File: config.mk
export PLATFORM = sky130hd
export DESIGN_NAME = imh_ctrl
export DESIGN_NICKNAME = d
export VERILOG_FILES = /design/src/rtl/imh_pkg.sv /design/src/rtl/imh_ctrl.sv
export SDC_FILE = /design/constraint.sdc
export NUM_CORES = 1
export LEC_CHECK = 0
export ABC_CLOCK_PERIOD_IN_PS = 5150
export BUFFER_PORTS_ARGS = -buffer_cell sky130_fd_sc_hd__buf_2
export CORE_MARGIN = 2
export CORE_UTILIZATION = 41
export DETAILED_ROUTE_END_ITERATION = 10
export PLACE_DENSITY = 0.74
export REMOVE_ABC_BUFFERS = 1
export SETUP_SLACK_MARGIN = 0.02
export SKIP_CTS_REPAIR_TIMING = 1
export SYNTH_ARGS = -nofsm -noshare
export SYNTH_HDL_FRONTEND = slang
export SYNTH_SLANG_ARGS = --single-unit
File: constraint.sdc
create_clock -name clk -period 5.15 [get_ports clk]
set_input_delay 1.03 -clock clk [delete_from_list [all_inputs] [get_ports clk]]
set_output_delay 1.03 -clock clk [all_outputs]
set_load 0.01 [all_outputs]
File: src/rtl/imh_pkg.sv
// ----------------------------------------------------------------------------
// imh_pkg
// Shared types, sizes and helpers for the indexed min-heap.
// ----------------------------------------------------------------------------
package imh_pkg;

  localparam int CAPACITY = 1024;
  localparam int KEY_BITS = 32;
  localparam int ID_COUNT = 1024;
  localparam int ID_W     = 10;
  localparam int RAW_KEY_W = 32;
  // slot numbers and the occupancy share one width: 0..CAPACITY
  localparam int OCC_W    = $clog2(CAPACITY + 1);

  localparam logic [OCC_W-1:0] CAP_SLOT  = OCC_W'(CAPACITY);
  localparam logic [OCC_W-1:0] ROOT_SLOT = OCC_W'(1);
  localparam logic [ID_W-1:0]  ID_LAST   = ID_W'(ID_COUNT - 1);

  typedef logic signed [KEY_BITS-1:0] key_t;

  typedef enum logic [1:0] {
    CMD_INSERT   = 2'd0,
    CMD_DECREASE = 2'd1,
    CMD_DELETE   = 2'd2
  } cmd_t;

  typedef enum logic [2:0] {
    ST_OK        = 3'd0,
    ST_FULL      = 3'd1,
    ST_EMPTY     = 3'd2,
    ST_DUP       = 3'd3,
    ST_ABSENT    = 3'd4,
    ST_NOT_LOWER = 3'd5
  } status_t;

  typedef enum logic [3:0] {
    S_CLEAR,
    S_IDLE,
    S_CHECK,
    S_DEC_KEY,
    S_UP_RD,
    S_UP_CMP,
    S_DEL_LAST,
    S_DN_RD,
    S_DN_SEL,
    S_DN_CMP,
    S_FIN
  } state_t;

  typedef struct packed {
    logic [ID_W-1:0] id;
    key_t            key;
  } slot_t;

  typedef struct packed {
    logic             en;
    logic [OCC_W-1:0] addr;
    slot_t            data;
  } slot_wr_t;

  typedef struct packed {
    logic             en;
    logic [ID_W-1:0]  addr;
    logic [OCC_W-1:0] data;
  } pos_wr_t;

  // input key: low KEY_BITS bits, zero-extended when the key is wider
  function automatic key_t key_in(logic [RAW_KEY_W-1:0] raw);
    logic [KEY_BITS+RAW_KEY_W-1:0] w;
    w = {{KEY_BITS{1'b0}}, raw};
    return w[KEY_BITS-1:0];
  endfunction

  // reported key: sign-extended from KEY_BITS, low bits kept
  function automatic logic [RAW_KEY_W-1:0] key_out(key_t k);
    logic [KEY_BITS+RAW_KEY_W-1:0] w;
    w = {{RAW_KEY_W{k[KEY_BITS-1]}}, k};
    return w[RAW_KEY_W-1:0];
  endfunction

endpackage

File: src/rtl/imh_ctrl.sv
// ----------------------------------------------------------------------------
// imh_ctrl
// Command sequencer: checks, sift-up and sift-down over the slot memory,
// one shared key comparator, and the result register.
// ----------------------------------------------------------------------------
module imh_ctrl import imh_pkg::*; (
  input  logic                 clk,
  input  logic                 rst,
  input  logic                 in_valid,
  output logic                 in_stall,
  input  logic [1:0]           command,
  input  logic [ID_W-1:0]      item_id,
  input  logic [RAW_KEY_W-1:0] key_value,
  output logic                 out_valid,
  input  logic                 out_stall,
  output logic [2:0]           status,
  output logic [ID_W-1:0]      min_id,
  output logic [RAW_KEY_W-1:0] min_key,
  output logic                 heap_empty,
  output logic [10:0]          entry_count,
  input  logic                 pos_busy,
  output logic [ID_W-1:0]      pos_rd_addr,
  input  logic [OCC_W-1:0]     pos_rd_data,
  output pos_wr_t              pos_wr,
  output logic [OCC_W-1:0]     slot_addr_a,
  output logic [OCC_W-1:0]     slot_addr_b,
  input  slot_t                slot_rd_a,
  input  slot_t                slot_rd_b,
  output slot_wr_t             slot_wr
);

  state_t           state, state_next;
  logic [1:0]       cmd, cmd_next;
  logic [ID_W-1:0]  id_r, id_r_next;
  key_t             key_r, key_r_next;
  logic [OCC_W-1:0] idx, idx_next;
  logic [OCC_W-1:0] child_idx, child_idx_next;
  slot_t            child, child_next;
  logic [OCC_W-1:0] occ, occ_next;
  status_t          st, st_next;
  slot_t            root;
  logic             fin_load;

  // shared comparator
  key_t             cmp_a, cmp_b;
  logic             cmp_lt;

  logic [OCC_W:0]   c_wide;
  logic [OCC_W:0]   right_wide;
  logic             has_right;

  assign cmp_lt     = cmp_a < cmp_b;
  assign c_wide     = {idx, 1'b0};
  assign right_wide = {1'b0, child_idx} + 1'b1;
  assign has_right  = right_wide <= {1'b0, occ};

  assign in_stall    = (state != S_IDLE);
  assign pos_rd_addr = (state == S_IDLE) ? item_id : id_r;

  always_ff @(posedge clk) begin
    if (rst) begin
      state <= S_CLEAR;
      occ   <= '0;
    end else begin
      state <= state_next;
      occ   <= occ_next;
    end
  end

  always_ff @(posedge clk) begin
    cmd       <= cmd_next;
    id_r      <= id_r_next;
    key_r     <= key_r_next;
    idx       <= idx_next;
    child_idx <= child_idx_next;
    child     <= child_next;
    st        <= st_next;
    // shadow of slot 1 for the result
    if (slot_wr.en && slot_wr.addr == ROOT_SLOT) begin
      root <= slot_wr.data;
    end
  end

  always_comb begin
    state_next     = state;
    cmd_next       = cmd;
    id_r_next      = id_r;
    key_r_next     = key_r;
    idx_next       = idx;
    child_idx_next = child_idx;
    child_next     = child;
    occ_next       = occ;
    st_next        = st;
    cmp_a          = key_r;
    cmp_b          = slot_rd_a.key;
    slot_addr_a    = idx;
    slot_addr_b    = idx;
    slot_wr        = '0;
    pos_wr         = '0;
    fin_load       = 1'b0;

    case (state)
      S_CLEAR: begin
        if (!pos_busy) begin
          state_next = S_IDLE;
        end
      end

      S_IDLE: begin
        if (in_valid) begin
          cmd_next   = command;
          id_r_next  = item_id;
          key_r_next = key_in(key_value);
          st_next    = ST_OK;
          case (command)
            CMD_INSERT, CMD_DECREASE: state_next = S_CHECK;
            CMD_DELETE: begin
              if (occ == '0) begin
                st_next    = ST_EMPTY;
                state_next = S_FIN;
              end else begin
                pos_wr.en   = 1'b1;
                pos_wr.addr = root.id;
                pos_wr.data = '0;
                slot_addr_a = occ;
                state_next  = S_DEL_LAST;
              end
            end
            default: state_next = S_FIN;
          endcase
        end
      end

      S_CHECK: begin
        if (cmd == CMD_INSERT) begin
          if (pos_rd_data != '0) begin
            st_next    = ST_DUP;
            state_next = S_FIN;
          end else if (occ == CAP_SLOT) begin
            st_next    = ST_FULL;
            state_next = S_FIN;
          end else begin
            occ_next   = occ + 1'b1;
            idx_next   = occ + 1'b1;
            state_next = S_UP_RD;
          end
        end else begin
          if (pos_rd_data == '0 || pos_rd_data > occ) begin
            st_next    = ST_ABSENT;
            state_next = S_FIN;
          end else begin
            idx_next    = pos_rd_data;
            slot_addr_a = pos_rd_data;
            state_next  = S_DEC_KEY;
          end
        end
      end

      S_DEC_KEY: begin
        cmp_a = key_r;
        cmp_b = slot_rd_a.key;
        if (cmp_lt) begin
          state_next = S_UP_RD;
        end else begin
          st_next    = ST_NOT_LOWER;
          state_next = S_FIN;
        end
      end

      S_UP_RD: begin
        if (idx == ROOT_SLOT) begin
          slot_wr.en   = 1'b1;
          slot_wr.addr = idx;
          slot_wr.data = '{id: id_r, key: key_r};
          pos_wr.en    = 1'b1;
          pos_wr.addr  = id_r;
          pos_wr.data  = idx;
          state_next   = S_FIN;
        end else begin
          slot_addr_a = idx >> 1;
          state_next  = S_UP_CMP;
        end
      end

      S_UP_CMP: begin
        cmp_a        = key_r;
        cmp_b        = slot_rd_a.key;
        slot_wr.en   = 1'b1;
        slot_wr.addr = idx;
        pos_wr.en    = 1'b1;
        pos_wr.data  = idx;
        if (cmp_lt) begin
          // parent moves down one level
          slot_wr.data = slot_rd_a;
          pos_wr.addr  = slot_rd_a.id;
          idx_next     = idx >> 1;
          state_next   = S_UP_RD;
        end else begin
          slot_wr.data = '{id: id_r, key: key_r};
          pos_wr.addr  = id_r;
          state_next   = S_FIN;
        end
      end

      S_DEL_LAST: begin
        id_r_next  = slot_rd_a.id;
        key_r_next = slot_rd_a.key;
        occ_next   = occ - 1'b1;
        idx_next   = ROOT_SLOT;
        state_next = (occ == ROOT_SLOT) ? S_FIN : S_DN_RD;
      end

      S_DN_RD: begin
        if (c_wide > {1'b0, occ}) begin
          slot_wr.en   = 1'b1;
          slot_wr.addr = idx;
          slot_wr.data = '{id: id_r, key: key_r};
          pos_wr.en    = 1'b1;
          pos_wr.addr  = id_r;
          pos_wr.data  = idx;
          state_next   = S_FIN;
        end else begin
          child_idx_next = c_wide[OCC_W-1:0];
          slot_addr_a    = c_wide[OCC_W-1:0];
          // right child only when it is inside the heap
          if ((c_wide + 1'b1) <= {1'b0, occ}) begin
            slot_addr_b = OCC_W'(c_wide + 1'b1);
          end else begin
            slot_addr_b = c_wide[OCC_W-1:0];
          end
          state_next = S_DN_SEL;
        end
      end

      S_DN_SEL: begin
        cmp_a = slot_rd_b.key;
        cmp_b = slot_rd_a.key;
        if (has_right && cmp_lt) begin
          child_next     = slot_rd_b;
          child_idx_next = right_wide[OCC_W-1:0];
        end else begin
          child_next = slot_rd_a;
        end
        state_next = S_DN_CMP;
      end

      S_DN_CMP: begin
        cmp_a        = child.key;
        cmp_b        = key_r;
        slot_wr.en   = 1'b1;
        slot_wr.addr = idx;
        pos_wr.en    = 1'b1;
        pos_wr.data  = idx;
        if (cmp_lt) begin
          slot_wr.data = child;
          pos_wr.addr  = child.id;
          idx_next     = child_idx;
          state_next   = S_DN_RD;
        end else begin
          slot_wr.data = '{id: id_r, key: key_r};
          pos_wr.addr  = id_r;
          state_next   = S_FIN;
        end
      end

      S_FIN: begin
        if (!out_valid || !out_stall) begin
          fin_load   = 1'b1;
          state_next = S_IDLE;
        end
      end

      default: state_next = S_IDLE;
    endcase
  end

  // result register
  always_ff @(posedge clk) begin
    if (rst) begin
      out_valid <= 1'b0;
    end else if (fin_load) begin
      out_valid <= 1'b1;
    end else if (!out_stall) begin
      out_valid <= 1'b0;
    end
  end

  always_ff @(posedge clk) begin
    if (fin_load) begin
      status      <= st;
      entry_count <= 11'(occ);
      heap_empty  <= (occ == '0);
      if (occ == '0) begin
        min_id  <= '0;
        min_key <= '0;
      end else begin
        min_id  <= root.id;
        min_key <= key_out(root.key);
      end
    end
  end

endmodule

==> run metrics, run 1 <==
final worst slack -0.222 ns; Post-DP HPWL 34100 um; Routability Congestion 0.971; Crit Path Category reg2out; Port Buffers 310; Area growth, synth to finish 29.2%; CP top delay family compound AO/OA/AOI/OAI gates; most frequent CP cell buf_12; first drt pass iteration count 6; initial antenna violation count 9; most frequent cells in the layout buf_2 (307), nand2_1 (224), edfxtp_1 (210); mean area per synthesized cell ~10 sq um; largest net degree at the start of global routing 54; Worst EP required roughly 4 ns; placed instance count ~2.1k; Post-synth ARST share 0%; worst hold path type reg2reg; violated checks negative setup slack; Non-Filler Instances approximately 2.2k; critical path startpoint category flip-flop; total power about 4.7 mW; RSZ-0062 raised after global routing true; Mapped Area 0.0140 sq mm; cts bufs inserted 26; commonest non-fill, non-tap cell in the layout buf_2; synth unique cells 70; Synth Instances 1404; Crit. Startpoint state[0]; max cap viols 0; DR iter-0 viols 1355; max_slew headroom between 20 and 25%; Fin. Hold Viols 0; Synth Register Bits 226; power per standard cell area 258 mW/mm^2; Post-Layout Inst Area around 0.018 sq mm; die area approximately 0.036 sq mm; Clock Tree Root clkbuf_16; insertion delay of the later-clocked pin in the worst-skew pair ~0.55 ns; sequential area share after synthesis between 40% and 50%; Max VDD drop 295 uV; Final setup viols 52; cell row count 67; CTS clock-pin slew for the worst setup and hold paths roughly 0.06 ns; RR Startpoint state[0]; Worst Skew 0.0157 ns; met2 WL roughly 23000 um; Syn. warnings 0; Die Ht ~190 um; Post-synth top flop edfxtp_1; Wirelength per Cell 22.6 um; top routing layer in use met5; num ports approximately 310; DRC viols 0; fmax 0.186 GHz; crit end category output port; CORE AREA roughly 0.034 sq mm; Starting Density 41.7%; Final #Nets a little under 2k; Final min period 5.37 ns; Final Util between 50% and 60%; CP max-delay cell o31a_4; R2R Setup Slk ~0.6 ns; leakage about 7.6 nW; hold wc startpoint st[0]; Slew Viols, Final 0; clk sinks around 230; met3 WL post-DR between 5000 and 6000 um; Post-synth EDFFs 210; total wire length approximately 50000 um; share of layout cells above drive strength 1 32.6%; worst-path cell chain buf_6 > nand2b_4 > nor2_4 > buf_12 > buf_12 > buf_4 > a222oi_1 > inv_1 > ha_1 > nand4_1 > o211ai_1 > o221a_2 > o31a_1 > o31a_4 > o21ai_4 > buf_12 > clkbuf_16 > o221ai_1 > buf_2; pre-CTS WS between 0.009 and 0.01 ns; WP data arrival about 4.3 ns; clk buf depth 3; post-route ant nets 0; Vias/cell around 5.9; htree depth 1; Max FO, Critical Path 12; fin crit share 104%; Overflow after GRT 0; global-route wire length before repair just over 70000 um; vias in the first global route 12.5k; Die W between 150 and 200 um; status finished, violations left; Slowest Stage Delay on Critical Path between 0.3 and 0.4 ns; Total GRT Usage between 20% and 30%; crit path buf inv count 8; wl on met1 between 15000 and 20000 um; placed cell area 0.0165 sq mm; CTS tree built; Slew @ Worst Pin 1.18 ns; routed via count approximately 13k
## per-layer routing
| layer | GRT usage (%) | up-vias |
|---|---|---|
| li1 | - | 5903 |
| met1 | 33.8 | 6247 |
| met2 | 42.2 | 765 |
| met3 | 6.41 | 111 |
| met4 | 9.07 | 6 |
| met5 | 0 | - |
## cell families after synthesis
| logic type | share of synthesized area, % |
|---|---|
| flops | 47.3 |
| xor+xnor | 1.56 |
| mux | 6.59 |
| compound gates | 18.0 |
| simple gates | 15.4 |
| buf+inv | 5.15 |
| fa+ha+maj | 6.07 |
## registers in the layout, indices dropped and copies added (netlist names)
signal	count
out_valid	1
id_r	10
state	4
heap_empty	1
child_idx	11
occ	11
min_id	10
key_r	32
child	42
root	42
cmd	2
entry_count	11
idx	11
min_key	32
st	3
status	3
## cell usage after synthesis (10+ instances only)
master / count / area [sq um]
inv_1: 82 / 308
ha_1: 68 / 851
nand2_1: 226 / 848
nand2b_1: 12 / 75.1
dfxtp_1: 16 / 320
and3_1: 16 / 100
a221o_1: 16 / 160
mux2_2: 50 / 563
clkbuf_1: 80 / 300
a22o_1: 35 / 307
a211oi_1: 11 / 82.6
xnor2_1: 19 / 166
o21ai_0: 98 / 490
nand4_1: 10 / 62.6
o221ai_1: 10 / 87.6
a22oi_1: 29 / 218
o21ai_1: 21 / 105
mux2i_1: 36 / 360
nand3_1: 25 / 125
a21oi_1: 36 / 180
nor3_1: 16 / 80.1
nor2_1: 47 / 176
and2_1: 55 / 344
edfxtp_1: 210 / 6310
nor2b_1: 10 / 62.6
a222oi_1: 23 / 230
o22ai_1: 14 / 87.6
## layout make-up
class,count,area (sq um)
diodes,6,15.0
clock buffers,33,718
clock inverters,15,240
fillers,2959,15500
inverters,83,317
multi-input cells,999,7120
flip-flops and latches,226,6630
well taps,448,561
repair buffers,397,2520
## path summary, 6_finish.rpt
check,depth (start not counted),end
worst max-delay path,19,pos_wr[14]
worst min-delay path,0,status[0]
worst max register to register,18,child_idx[1]
worst min register to register,0,status[0]
## stage by stage
step | hold slack, ns | TNS [ns]
after global routing | 0.437 | -15.72
after detailed placement | 0.412 | 0
after CTS | 0.428 | -21.52
final | 0.426 | -8.87
after floorplan | 0.400 | -1105.71
after global placement | 0.405 | 0
## where the power goes
part	total (mW)	switching (mW)	leakage [nW]	internal, mW
sequential	2.05	0.0192	2.16	2.03
clock	2.08	0.793	0.467	1.29
combinational	0.547	0.315	4.94	0.232
total	4.68	1.13	7.56	3.55
## worst reg2reg max path: stages, from the launching register on
cell	delay, ns
dfxtp_2	0.33
buf_6	0.14
nand2b_4	0.08
nor2_4	0.05
buf_12	0.14
buf_12	0.15
buf_4	0.16
a222oi_1	0.32
inv_1	0.09
ha_1	0.30
nand4_1	0.12
o211ai_1	0.12
o221a_2	0.25
o31a_1	0.34
buf_4	0.16
o31ai_4	0.26
buf_12	0.20
o211ai_4	0.09
o22ai_1	0.86
Note: power is estimated with default switching activity, not from simulation.
==> run 2, diff against run 1 <==
--- a/config.mk
+++ b/config.mk
@@ -12,7 +12,7 @@
 export DETAILED_ROUTE_END_ITERATION = 10
 export PLACE_DENSITY = 0.74
 export REMOVE_ABC_BUFFERS = 1
-export SETUP_SLACK_MARGIN = 0.02
+export SETUP_SLACK_MARGIN = 0.4
 export SKIP_CTS_REPAIR_TIMING = 1
 export SYNTH_ARGS = -nofsm -noshare
 export SYNTH_HDL_FRONTEND = slang
==> run 2 against run 1 <==
The flow still finishes with violations (negative setup slack). Via count grew 0.51%. Critical path depth stayed put. Worst hold slack barely moved. Global-route usage unchanged. Die area did not move. Critical endpoint is now pos_wr[15]. Count of clock-buffer cells in the layout stayed put. Sequential share of layout area about the same. Combinational power is essentially flat. Fmax increased by 0.22%. Worst setup slack improved by 0.012 ns. Largest cell class unchanged.
==> run metrics, run 2 (synthesis gave the netlist of run 1 again) <==
status finished, violations left; violated checks negative setup slack; Wirelength per Cell 22.6 um (about the same); Die W 189 um (unchanged); hold depth 0 (unchanged); CTS tree built; global-route wire length before repair 72000 um (unchanged); Logic pwr share 11.7% (about the same); Switching Share 24.1% (about the same); Max VDD drop 294 uV (-0.11%); Clock Tree Root clkbuf_16; WP data arrival 4.33 ns (about the same); post-route ant nets 0 (unchanged); Total GRT Usage 25.9% (unchanged); largest net degree at the start of global routing 54 (unchanged); power per standard cell area 258 mW/mm^2 (-0.16%); routed via count 13.1k (+0.51%); Fin. Hold Viols 0 (unchanged); Routability Congestion 0.971 (unchanged); Cell Int Power 3.55 mW (about the same); DR iter-0 viols 1331 (-1.8%); Largest regs child: 42 flops, root: 42 flops; CORE AREA 0.0336 sq mm (unchanged); Port Buffers 310 (unchanged); fin crit share 104% (-0.22 points); Non-Filler Instances 2207 (unchanged); Seq pwr share 43.8% (about the same); total power 4.67 mW (about the same); num ports 311 (unchanged); Vias/cell 5.93 (+0.51%); Overflow after GRT 0 (unchanged); RR Endpoint idx[5]; RSZ-0062 raised after global routing true; RR Startpoint state[0]; critical path startpoint category flip-flop; Worst Skew 0.0141 ns (-0.00155 ns); Slew Viols, Final 0 (unchanged); Area growth, synth to finish 29.4%; most frequent cells in the layout buf_2 (307), nand2_1 (224), edfxtp_1 (210); clk sinks 226 (unchanged); cell row count 67 (unchanged); fmax 0.187 GHz (+0.22%); die area 0.0357 sq mm (unchanged); Slew @ Worst Pin 1.19 ns (+0.0118 ns); share of layout cells above drive strength 1 33.1% (+0.51 points); Post-DP HPWL 34100 um (unchanged); placed instance count 2134 (unchanged); # fillers 2955 (-0.14%); final worst slack -0.210 ns (+0.0115 ns); DRC viols 0 (unchanged); worst hold path type reg2reg; Worst EP required 4.12 ns (about the same); leakage 7.57 nW (about the same); Final min period 5.36 ns (-0.0115 ns); commonest non-fill, non-tap cell in the layout buf_2; R2R depth 18 (unchanged); clk buf depth 3 (unchanged); CTS clock-pin slew for the worst setup and hold paths 0.06 ns (about the same); total wire length 49900 um (about the same); Starting Density 41.7% (unchanged); vias in the first global route 12.5k (unchanged); max_slew headroom 19.8% (-0.79 points); htree depth 1 (unchanged); hold wc startpoint st[0]; Die Ht 189 um (unchanged); Net Switching 1.13 mW (about the same); Max FO, Critical Path 12 (unchanged); initial antenna violation count 9 (unchanged); WHS 0.426 ns (-0.0000750 ns); insertion delay of the later-clocked pin in the worst-skew pair 0.54 ns (about the same); Clk network pwr share 44.5% (about the same); max cap viols 0 (unchanged); Hold Path End status[0]; R2R Setup Slk 0.83 ns (+0.23 ns); Crit Path Category reg2out; first drt pass iteration count 6 (unchanged); Final #Nets 1945 (unchanged); crit end category output port; Final setup viols 52 (unchanged); cts bufs inserted 26 (unchanged)
-- run 2: metrics by stage --
stage	instance area, sq um	setup WS, ns	utilization [%]	TNS, ns
6_report	18100	-0.210	54.0	-8.26
5_1_grt	18100	-0.344	54.0	-15.29
4_1_cts	17400	-0.485	51.9	-21.52
3_5_place_dp	16500	0.00969	49.0	0
3_3_place_gp	16500	0.0741	49.0	0
2_1_floorplan	13600	-5.86	-	-1105.71
-- run 2: worst max-delay path by stage --
stage	from	depth (start not counted)	end	slack, ns
floorplan	state[0]	12	child_idx[0]	-5.86
global placement	slot_rd_b[15]	13	slot_wr[18]	0.07
detailed placement	slot_rd_b[15]	12	slot_wr[16]	0.01
CTS	state[2]	16	pos_wr[15]	-0.48
global route	state[1]	18	pos_wr[20]	-0.34
finish	state[0]	19	pos_wr[15]	-0.21
-- run 2: final cells by class --
| class | instances | area (sq um) | share of cell area (%) |
|---|---|---|---|
| Multi-Input combinational cell | 999 | 7140 | 39.3 |
| Sequential cell | 226 | 6630 | 36.6 |
| Timing Repair Buffer | 397 | 2520 | 13.9 |
| Clock buffer | 33 | 718 | 3.96 |
| Tap cell | 448 | 561 | 3.09 |
| Inverter | 83 | 317 | 1.74 |
| Clock inverter | 15 | 240 | 1.32 |
| Antenna cell | 6 | 15.0 | 0.0827 |
-- run 2: routing by layer --
| layer | GRT usage (%) | part of all wire (%) |
|---|---|---|
| met1 | 33.8 | 40 |
| met5 | 0 | 0.080 |
| met2 | 42.2 | 47 |
| met4 | 9.07 | 3.6 |
| met3 | 6.41 | 10 |
-- run 2: worst max-delay path, cell delays in order (launching register included) --
cell	delay (ns)
dfxtp_2	0.33
buf_6	0.14
nand2b_4	0.08
nor2_4	0.05
buf_12	0.14
buf_12	0.15
buf_4	0.15
a222oi_1	0.32
inv_1	0.08
ha_1	0.30
nand4_1	0.12
o211ai_1	0.12
o221a_2	0.25
o31a_1	0.35
o31a_4	0.38
o21ai_4	0.18
buf_12	0.18
clkbuf_16	0.18
o221ai_2	0.10
buf_2	0.16
-- run 2: power by group through the flow --
stage          clock network, mW  logic, mW  registers, mW
6_report                    2.08      0.547           2.05
5_1_grt                     2.17      0.591           2.05
4_1_cts                     2.11      0.505           2.04
3_5_place_dp                   0      0.502           2.08
3_3_place_gp                   0      0.491           2.08
2_1_floorplan                  0      0.260           2.09
